--- src/sv/drt_pkg.sv ---
// ----------------------------------------------------------------------------
// drt_pkg: shared definitions for the dirty rectangle tracker
// Action codes, register indexes, field widths and the result word type.
// ----------------------------------------------------------------------------
package drt_pkg;

  // Default signed coordinate width of the input positions.
  localparam int unsigned CoordBitsDef = 16;

  // Fixed field widths.
  localparam int unsigned ScreenDimW = 14;
  localparam int unsigned RectDimW   = 15;
  localparam int unsigned OutCoordW  = 13;
  localparam int unsigned CfgIdxW    = 2;

  // Screen sizes above this value behave as this value.
  localparam logic [ScreenDimW-1:0] MaxScreen = 14'd8192;

  // Screen size after reset.
  localparam logic [ScreenDimW-1:0] DefWidth  = 14'd1024;
  localparam logic [ScreenDimW-1:0] DefHeight = 14'd768;

  typedef enum logic [2:0] {
    ACT_MARK_PIXEL   = 3'd0,
    ACT_MARK_RECT    = 3'd1,
    ACT_MARK_CLAMPED = 3'd2,
    ACT_MARK_FULL    = 3'd3,
    ACT_FLUSH        = 3'd4
  } action_e;

  typedef enum logic [CfgIdxW-1:0] {
    CFG_SCREEN_WIDTH  = 2'd0,
    CFG_SCREEN_HEIGHT = 2'd1
  } cfg_reg_e;

  // One flush report.
  typedef struct packed {
    logic                 region_valid;
    logic [OutCoordW-1:0] left;
    logic [OutCoordW-1:0] top;
    logic [OutCoordW-1:0] right;
    logic [OutCoordW-1:0] bottom;
  } drt_region_t;

endpackage

--- src/sv/drt_box.sv ---
// ----------------------------------------------------------------------------
// drt_box: bounding box state and per-word evaluation
// Grows the box on marks, clips and reports it on a flush.
// ----------------------------------------------------------------------------
module drt_box #(
  parameter int unsigned COORD_BITS = drt_pkg::CoordBitsDef
) (
  input  logic                                  clk_i,
  input  logic                                  rst_ni,
  input  logic                                  fire_i,
  input  logic [2:0]                            action_i,
  input  logic signed [COORD_BITS-1:0]          pos_x_i,
  input  logic signed [COORD_BITS-1:0]          pos_y_i,
  input  logic [drt_pkg::RectDimW-1:0]          rect_w_i,
  input  logic [drt_pkg::RectDimW-1:0]          rect_h_i,
  input  logic [drt_pkg::ScreenDimW-1:0]        screen_width_i,
  input  logic [drt_pkg::ScreenDimW-1:0]        screen_height_i,
  output logic                                  has_result_o,
  output drt_pkg::drt_region_t                  result_o
);

  // Room for a coordinate plus a rectangle size, and for the screen size.
  localparam int unsigned BoxW = ((COORD_BITS > 16) ? COORD_BITS : 16) + 2;
  localparam int unsigned OW   = drt_pkg::OutCoordW;

  localparam logic signed [BoxW-1:0] SOne  = BoxW'(1);
  localparam logic signed [BoxW-1:0] SZero = BoxW'(0);
  localparam logic signed [BoxW-1:0] RstMaxX =
    $signed(BoxW'(drt_pkg::DefWidth)) - SOne;
  localparam logic signed [BoxW-1:0] RstMaxY =
    $signed(BoxW'(drt_pkg::DefHeight)) - SOne;

  logic signed [BoxW-1:0] min_x_q, min_x_d, min_y_q, min_y_d;
  logic signed [BoxW-1:0] max_x_q, max_x_d, max_y_q, max_y_d;
  logic                   full_q, full_d;

  logic [drt_pkg::ScreenDimW-1:0] sw_eff, sh_eff;
  logic signed [BoxW-1:0] sw_s, sh_s, sw_m1, sh_m1;
  logic signed [BoxW-1:0] x_s, y_s, w_s, h_s;
  logic signed [BoxW-1:0] lo_x, lo_y, hi_x, hi_y;
  logic signed [BoxW-1:0] x1, y1, x2, y2;
  logic                   box_empty, col_empty, row_ok;
  drt_pkg::action_e       act;

  assign act = drt_pkg::action_e'(action_i);

  assign sw_eff = (screen_width_i  > drt_pkg::MaxScreen) ? drt_pkg::MaxScreen : screen_width_i;
  assign sh_eff = (screen_height_i > drt_pkg::MaxScreen) ? drt_pkg::MaxScreen : screen_height_i;
  assign sw_s   = $signed(BoxW'(sw_eff));
  assign sh_s   = $signed(BoxW'(sh_eff));
  assign sw_m1  = sw_s - SOne;
  assign sh_m1  = sh_s - SOne;

  assign x_s = BoxW'(pos_x_i);
  assign y_s = BoxW'(pos_y_i);
  assign w_s = $signed(BoxW'(rect_w_i));
  assign h_s = $signed(BoxW'(rect_h_i));

  // Extent of the mark; the clamped form raises negative corners to zero.
  always_comb begin
    lo_x = x_s;
    lo_y = y_s;
    if (act == drt_pkg::ACT_MARK_CLAMPED) begin
      if (x_s < SZero) lo_x = SZero;
      if (y_s < SZero) lo_y = SZero;
    end
    if (act == drt_pkg::ACT_MARK_PIXEL) begin
      hi_x = lo_x;
      hi_y = lo_y;
    end else begin
      hi_x = lo_x + w_s - SOne;
      hi_y = lo_y + h_s - SOne;
    end
  end

  // Flush window, clipped to the screen.
  assign box_empty = !full_q && (min_x_q > max_x_q);
  assign x1 = (full_q || min_x_q < SZero) ? SZero : min_x_q;
  assign y1 = (full_q || min_y_q < SZero) ? SZero : min_y_q;
  assign x2 = (full_q || max_x_q >= sw_s) ? sw_m1 : max_x_q;
  assign y2 = (full_q || max_y_q >= sh_s) ? sh_m1 : max_y_q;
  assign col_empty = x2 < x1;
  assign row_ok    = y2 >= y1;

  always_comb begin
    min_x_d      = min_x_q;
    min_y_d      = min_y_q;
    max_x_d      = max_x_q;
    max_y_d      = max_y_q;
    full_d       = full_q;
    has_result_o = 1'b0;
    result_o     = '0;
    case (act)
      drt_pkg::ACT_MARK_PIXEL, drt_pkg::ACT_MARK_RECT,
      drt_pkg::ACT_MARK_CLAMPED: begin
        if (!full_q) begin
          if (lo_x < min_x_q) min_x_d = lo_x;
          if (lo_y < min_y_q) min_y_d = lo_y;
          if (hi_x > max_x_q) max_x_d = hi_x;
          if (hi_y > max_y_q) max_y_d = hi_y;
        end
      end
      drt_pkg::ACT_MARK_FULL: begin
        full_d = 1'b1;
      end
      drt_pkg::ACT_FLUSH: begin
        has_result_o = 1'b1;
        if (!box_empty && !col_empty) begin
          if (row_ok) begin
            result_o.region_valid = 1'b1;
            result_o.left         = x1[OW-1:0];
            result_o.top          = y1[OW-1:0];
            result_o.right        = x2[OW-1:0];
            result_o.bottom       = y2[OW-1:0];
          end
          // Start an empty box for the next frame.
          min_x_d = sw_s;
          min_y_d = sh_s;
          max_x_d = -SOne;
          max_y_d = -SOne;
          full_d  = 1'b0;
        end
      end
      default: begin
      end
    endcase
  end

  always_ff @(posedge clk_i or negedge rst_ni) begin
    if (!rst_ni) begin
      min_x_q <= SZero;
      min_y_q <= SZero;
      max_x_q <= RstMaxX;
      max_y_q <= RstMaxY;
      full_q  <= 1'b1;
    end else if (fire_i) begin
      min_x_q <= min_x_d;
      min_y_q <= min_y_d;
      max_x_q <= max_x_d;
      max_y_q <= max_y_d;
      full_q  <= full_d;
    end
  end

endmodule

--- src/sv/drt_out_reg.sv ---
// ----------------------------------------------------------------------------
// drt_out_reg: result register of the tracker
// Holds one flush report until the downstream side takes it.
// ----------------------------------------------------------------------------
module drt_out_reg (
  input  logic                 clk_i,
  input  logic                 rst_ni,
  input  logic                 load_i,
  input  drt_pkg::drt_region_t data_i,
  output logic                 space_o,
  output logic                 valid_o,
  input  logic                 ready_i,
  output drt_pkg::drt_region_t data_o
);

  logic                 valid_q, valid_d;
  drt_pkg::drt_region_t data_q;

  // The register can take a new word when empty or when it drains now.
  assign space_o = !valid_q || ready_i;

  always_comb begin
    valid_d = valid_q;
    if (load_i) begin
      valid_d = 1'b1;
    end else if (ready_i) begin
      valid_d = 1'b0;
    end
  end

  always_ff @(posedge clk_i or negedge rst_ni) begin
    if (!rst_ni) begin
      valid_q <= 1'b0;
    end else begin
      valid_q <= valid_d;
    end
  end

  always_ff @(posedge clk_i) begin
    if (load_i) begin
      data_q <= data_i;
    end
  end

  assign valid_o = valid_q;
  assign data_o  = data_q;

endmodule

--- src/sv/dirty_rectangle_tracker.sv ---
// ----------------------------------------------------------------------------
// dirty_rectangle_tracker: bounding box of changed pixels for a display flush
// Input register, box evaluation and result register, one word per cycle unless a flush waits.
// ----------------------------------------------------------------------------
// The tracker takes one word per clock cycle on the slave stream and keeps a
// single bounding box of changed pixels together with a full-redraw flag.
// Mark words grow the box (a pixel, a rectangle, or a rectangle whose
// negative corner is first raised to zero); a mark-full word sets the flag,
// and while it is set all marks are ignored. Each flush word yields exactly
// one result word: the box clipped to the screen (or the whole screen when
// the flag is set) with region_valid high, or all zeros when nothing is to
// be copied. Other words give no result, and action codes five to seven are
// ignored. A word is taken into the input register and evaluated there
// against the box state; a flush result is then registered in the result
// register, which drives the master stream. The sustained rate is one word
// per cycle; a flush waits in the input register only while the result
// register still holds an earlier report that is not taken. Screen width and
// height are written through the configuration channel (index 0 and 1,
// other indexes ignored), which is always ready; sizes above 8192 behave as
// 8192, and they must only be changed while the tracker is idle.
module dirty_rectangle_tracker #(
  parameter int unsigned COORD_BITS = drt_pkg::CoordBitsDef
) (
  input  logic                                clk_i,
  input  logic                                rst_ni,
  // Slave stream. tdata, from bit 0: action (3), pos_x (COORD_BITS),
  // pos_y (COORD_BITS), rect_w (15), rect_h (15), zero padding.
  input  logic                                s_axis_tvalid,
  output logic                                s_axis_tready,
  input  logic [((2*COORD_BITS+33+7)/8)*8-1:0] s_axis_tdata,
  // Master stream. tdata, from bit 0: region_valid (1), left (13),
  // top (13), right (13), bottom (13), zero padding.
  output logic                                m_axis_tvalid,
  input  logic                                m_axis_tready,
  output logic [55:0]                         m_axis_tdata,
  // Configuration write channel.
  input  logic                                cfg_valid_i,
  output logic                                cfg_ready_o,
  input  logic [drt_pkg::CfgIdxW-1:0]         cfg_index_i,
  input  logic [drt_pkg::ScreenDimW-1:0]      cfg_data_i
);

  localparam int unsigned RW    = drt_pkg::RectDimW;
  localparam int unsigned PosXL = 3;
  localparam int unsigned PosYL = PosXL + COORD_BITS;
  localparam int unsigned RectWL = PosYL + COORD_BITS;
  localparam int unsigned RectHL = RectWL + RW;

  // Configuration registers.
  logic [drt_pkg::ScreenDimW-1:0] screen_width_q, screen_height_q;

  assign cfg_ready_o = 1'b1;

  always_ff @(posedge clk_i or negedge rst_ni) begin
    if (!rst_ni) begin
      screen_width_q  <= drt_pkg::DefWidth;
      screen_height_q <= drt_pkg::DefHeight;
    end else if (cfg_valid_i) begin
      case (drt_pkg::cfg_reg_e'(cfg_index_i))
        drt_pkg::CFG_SCREEN_WIDTH:  screen_width_q  <= cfg_data_i;
        drt_pkg::CFG_SCREEN_HEIGHT: screen_height_q <= cfg_data_i;
        default: begin
        end
      endcase
    end
  end

  // Input register. It is refilled in the same cycle in which its word is
  // evaluated, so back-to-back words flow without a bubble.
  logic                          in_valid_q;
  logic [2:0]                    action_q;
  logic signed [COORD_BITS-1:0]  pos_x_q, pos_y_q;
  logic [RW-1:0]                 rect_w_q, rect_h_q;
  logic                          fire, has_result, out_space;
  logic                          s_take;
  drt_pkg::drt_region_t          result, out_data;

  // A non-flush word never waits; a flush waits for room in the result
  // register.
  assign fire          = in_valid_q && (!has_result || out_space);
  assign s_axis_tready = !in_valid_q || fire;
  assign s_take        = s_axis_tvalid && s_axis_tready;

  always_ff @(posedge clk_i or negedge rst_ni) begin
    if (!rst_ni) begin
      in_valid_q <= 1'b0;
    end else if (s_axis_tready) begin
      in_valid_q <= s_axis_tvalid;
    end
  end

  always_ff @(posedge clk_i) begin
    if (s_take) begin
      action_q <= s_axis_tdata[2:0];
      pos_x_q  <= $signed(s_axis_tdata[PosXL +: COORD_BITS]);
      pos_y_q  <= $signed(s_axis_tdata[PosYL +: COORD_BITS]);
      rect_w_q <= s_axis_tdata[RectWL +: RW];
      rect_h_q <= s_axis_tdata[RectHL +: RW];
    end
  end

  drt_box #(
    .COORD_BITS(COORD_BITS)
  ) u_box (
    .clk_i          (clk_i),
    .rst_ni         (rst_ni),
    .fire_i         (fire),
    .action_i       (action_q),
    .pos_x_i        (pos_x_q),
    .pos_y_i        (pos_y_q),
    .rect_w_i       (rect_w_q),
    .rect_h_i       (rect_h_q),
    .screen_width_i (screen_width_q),
    .screen_height_i(screen_height_q),
    .has_result_o   (has_result),
    .result_o       (result)
  );

  drt_out_reg u_out (
    .clk_i  (clk_i),
    .rst_ni (rst_ni),
    .load_i (fire && has_result),
    .data_i (result),
    .space_o(out_space),
    .valid_o(m_axis_tvalid),
    .ready_i(m_axis_tready),
    .data_o (out_data)
  );

  assign m_axis_tdata = {3'b000, out_data.bottom, out_data.right, out_data.top,
                         out_data.left, out_data.region_valid};

`ifndef SYNTHESIS
  // A reported region lies inside the configured screen.
  assert property (@(posedge clk_i) disable iff (!rst_ni)
    (m_axis_tvalid && out_data.region_valid) |->
      (14'(out_data.right) < screen_width_q && 14'(out_data.bottom) < screen_height_q
       && out_data.left <= out_data.right && out_data.top <= out_data.bottom))
    else $error("reported region outside the screen or inverted");

  // A flush held behind a stalled result must block the slave side.
  assert property (@(posedge clk_i) disable iff (!rst_ni)
    (in_valid_q && has_result && m_axis_tvalid && !m_axis_tready) |-> !s_axis_tready)
    else $error("slave side ready while a flush is blocked");

  // An evaluated flush is presented on the master side in the next cycle.
  assert property (@(posedge clk_i) disable iff (!rst_ni)
    (fire && has_result) |=> m_axis_tvalid)
    else $error("flush evaluated without a result word");
`endif

endmodule
--- config.mk ---
export PLATFORM = sky130hd
export DESIGN_NAME = dirty_rectangle_tracker
export DESIGN_NICKNAME = d
export VERILOG_FILES = /design/src/sv/drt_pkg.sv /design/src/sv/drt_box.sv /design/src/sv/drt_out_reg.sv /design/src/sv/dirty_rectangle_tracker.sv
export SDC_FILE = /design/constraint.sdc
export NUM_CORES = 1
export LEC_CHECK = 0
export BUFFER_PORTS_ARGS = -buffer_cell sky130_fd_sc_hd__clkbuf_2
export CAP_MARGIN = 10
export CELL_PAD_IN_SITES_DETAIL_PLACEMENT = 0
export CELL_PAD_IN_SITES_GLOBAL_PLACEMENT = 1
export CORE_MARGIN = 5
export CORE_UTILIZATION = 30
export CTS_BUF_LIST = sky130_fd_sc_hd__clkbuf_4
export DETAILED_ROUTE_END_ITERATION = 12
export HOLD_SLACK_MARGIN = 0.02
export PLACE_DENSITY = 0.55
export SLEW_MARGIN = 15
export SYNTH_ARGS = -nofsm -noshare
export SYNTH_HDL_FRONTEND = slang
export SYNTH_SLANG_ARGS = --single-unit
--- constraint.sdc ---
create_clock -name clk_i -period 6.2 [get_ports clk_i]
set_input_delay 0.62 -clock clk_i [delete_from_list [all_inputs] [get_ports clk_i]]
set_output_delay 0.62 -clock clk_i [all_outputs]
set_load 0.01 [all_outputs]
==> impl_results.md <==
* Endpoints failing setup at 0
* Via density at a little under 5
* DRT Wirelength at about 50 mm
* Internal at ~4300 µW
* Final worst slack at between 300 and 400 ps
* Critical path peak fanout at 20
* Die W at 236.9 µm
* Max IR drop VDD at roughly 0.17 mV
* Dpl hpwl at roughly 40 mm
* Per-instance average area after synthesis at between 9 and 10 µm²
* PortBufs at 140
* Initial antenna violation count at 3
* Clock power share at 0.190
* PwrDens at between 300 and 400 nW/µm²
* Fin nets at between 2k and 2.5k
* Fraction of layout cells with a size suffix above 1 at 0.2135
* Routability Congestion at just over 0.8
* Worst EP required at ~6700 ps
* Dpl cells at 2,467
* Status: completed
* Crit end category: flop
* CORE AREA at just over 50,000 µm²
* Root buf cell: clkbuf_4
* CTS Buf Count at 60
* Worst hold stages at 2
* Slowest CP cell: dfrtp_1
* Number of remaining DRC errors at 0
* Time the worst path needs with I/O delays and setup at 5829 ps
* Reg2Reg Depth at 25
* First-pass GRT wire length at about 77 mm
* RSZ-0062 raised after global routing: false
* Critical Path Max Stage Delay at roughly 430 ps
* Endpoints failing hold at 0
* Synth Register Bits at between 200 and 250
* Largest delay share family, worst path: compound AO/OA/AOI/OAI gates
* H-tree Lvls at 2
* Rows at a little over 80
* CTS tree: done
* Grt total ovfl at 0
* Hold/Removal Path Class: input port to flop
* Num ports at about 150
* Largest net degree at the start of global routing at 66
* Synth-to-Final Area Change at 24.18%
* CTS clk-pin slew, worst paths at approximately 70 ps
* Post-synth ARST share at 0.4562
* Die Area at ~56,000 µm²
* Yosys warns at 0
* Fmax at approximately 170 MHz
* Fill count at around 5.3k
* Worst slack, placed at -152.4 ps
* Vias post-DR at roughly 13k
* GRT Total Usage at 0.1763
* Bufs on Longest Clock Path at 3
* Post-synthesis sequential area ratio at 0.3916
* Max-Cap Viols at 0
* Die Ht at ~240 µm
* Slew Viols, Final at 0
* Crit path DAT at 6310 ps
* Synthesized area at 15,450 µm²
* Starting Density at 0.3017
* ANT nets after route at 0
* Clk_skew at 44.70 ps
* Cells after synthesis at between 1.5k and 2k
* CTS sink count at between 200 and 250
* Crit start category: flop
* Clock Latency Late Sink at about 800 ps
* Slew HR at 0.2109
* Final Cycle Share at 0.9402
* Vias in the first global route at 12.99k
* Net Sw Power at 3181 µW
* Top FF cell, synth: edfxtp_1
* Post-synthesis cell type count at between 70 and 80
* Buf+Inv Stages, Crit Path at 4
* Worst slew pin tran at around 1200 ps
* Post-route insts no fill at between 2k and 3k
* Worst setup path category: flop to flop
* 1st-pass router iterations at 5
* Gate power share at 0.516
* DRT iter0 DRCs at between 700 and 800
* Post-DR wirelength/cell at ~19 µm
* Net Sw Frac at 0.4277
* Number of enable flip-flop cells after synthesis at 118
* Flop pwr share at 0.295
* Cell depth of the worst setup path at 25
* Leak pwr at just under 0.009 µW
==> cell usage after synthesis (7+ instances only) <==
master     count  area [µm²]
or3_1         10       62.56
nor4_1        33       206.5
dfrtp_1       76        1902
nand4_1       15       93.84
nor3b_1       22       165.2
a31oi_1       18       112.6
nor3_1        31       155.2
nor2b_1       22       137.6
o21ai_0       58       290.3
buf_2          8       40.04
edfxtp_1     118        3543
dfstp_2       23       604.3
nor2_1       111       416.7
a21oi_1       89       445.4
clkbuf_1      37       138.9
nand2b_1      13       81.33
mux2_2        31       349.1
nand2_1      135       506.7
o211ai_1      10       75.07
and3_1         8       50.05
a211oi_1      10       75.07
inv_1        219       822.0
xor2_1        10       87.58
ha_1         208        2603
mux2i_1       36       360.4
and2_1         7       43.79
a21o_1        41       307.8
nand3_1       25       125.1
o21a_1        12       90.09
xnor2_1       26       227.7
a2111oi_0      9       78.83
and4_1         7       61.31
o22a_1        33       289.0
o31ai_1        8       60.06
==> per-layer routing <==
metal / vias to the layer above / GRT usage / wire length [µm] / part of all wire
li1: 6416 / - / - / -
met1: 6114 / 0.2672 / 25890 / 0.52
met2: 320 / 0.2563 / 20260 / 0.41
met3: 64 / 0.03832 / 2878 / 0.058
met4: 2 / 0.03866 / 981 / 0.020
met5: - / 0 / 13 / 0.00026
==> cell type report <==
| cell class | count | area [µm²] | share of cell area |
|---|---|---|---|
| antenna | 3 | 7.507 | 0.0003913 |
| clock buffer | 88 | 660.6 | 0.03444 |
| clock inverter | 26 | 162.7 | 0.008478 |
| inverter | 219 | 822.0 | 0.04285 |
| multi-input combinational | 1122 | 8419 | 0.4389 |
| sequential | 217 | 6050 | 0.3153 |
| tap | 680 | 850.8 | 0.04435 |
| timing repair buffer | 305 | 2212 | 0.1153 |
==> worst paths after layout <==
check                                               from                             end  slack, ps
min in group asynchronous                         rst_ni    u_box.max_y_q[8]$_DFFE_PN0P_        380
max in group asynchronous                         rst_ni  screen_width_q[12]$_DFFE_PN0P_       4540
hold / removal                             cfg_data_i[0]  screen_height_q[0]$_DFFE_PN0P_        140
setup / recovery           screen_width_q[6]$_DFFE_PN0P_  u_out.data_o[51]$_SDFFCE_PN0P_        370
setup reg to reg           screen_width_q[6]$_DFFE_PN0P_  u_out.data_o[51]$_SDFFCE_PN0P_        370
hold reg to reg             u_box.max_y_q[4]$_DFFE_PN1P_    u_box.max_y_q[4]$_DFFE_PN1P_        530
==> layout by cell type (no fill, tap or decap), types with 26 or more instances in the layout <==
cell type / count
nand2_1: 135
dlygate4sd3_1: 73
nor2_1: 110
clkbuf_4: 88
o21ai_0: 58
a21oi_1: 88
inv_1: 219
mux2_2: 32
mux2i_1: 36
a21o_1: 41
edfxtp_1: 118
ha_1: 208
buf_4: 86
dfrtp_1: 76
xnor2_1: 26
nor4_1: 31
clkbuf_2: 139
o22a_1: 33
nor3_1: 28
==> sequential cells by signal (all words and copies together), names as in the netlist, 15 cells and up <==
signal / count
u_box.max_y_q: 18
u_box.min_x_q: 16
pos_x_q: 16
pos_y_q: 16
u_out.data_o: 53
rect_h_q: 15
u_box.min_y_q: 16
u_box.max_x_q: 18
rect_w_q: 15
==> power groups by stage <==
stage	clock network [µW]	registers [µW]	logic (µW)
after global placement	0	2200	3690
after floorplan	0	2050	2470
final	1410	2190	3830
after global routing	1560	2220	4320
after detailed placement	0	2200	3750
after CTS	1490	2180	3830
==> through the flow <==
stage	area, µm²	util	total power, µW	hold slack (ps)	TNS, ps
5_1_grt	19180	0.3746	8100	65.97	0
6_report	19180	0.3747	7436	135.2	0
3_5_place_dp	17530	0.3424	5956	523.2	-171.7
4_1_cts	19100	0.3730	7493	27.64	0
3_3_place_gp	17530	0.3424	5893	515.8	-125.1
2_1_floorplan	15480	-	4518	324.4	0
==> kinds of logic after synthesis <==
logic type	synth area share
xor gates and xnor gates	0.02041
AOI/OAI and AO/OA	0.1535
DFF	0.3916
adders and majority gates	0.1711
and+or+nand+nor	0.1442
other	0.0004861
muxes	0.04738
buffers and inverters	0.07135
==> repair_timing <==
| item | in CTS | in global routing |
|---|---|---|
| hold endpoints to repair | 94 | 0 |
| resized for setup | 3 | 8 |
| hold buffers | 73 | 0 |
| pin swaps | 0 | 0 |
| setup buffers | 0 | 3 |
| endpoints found under the setup margin | 2 | 100 |
Note: power is estimated with default switching activity, not from simulation.
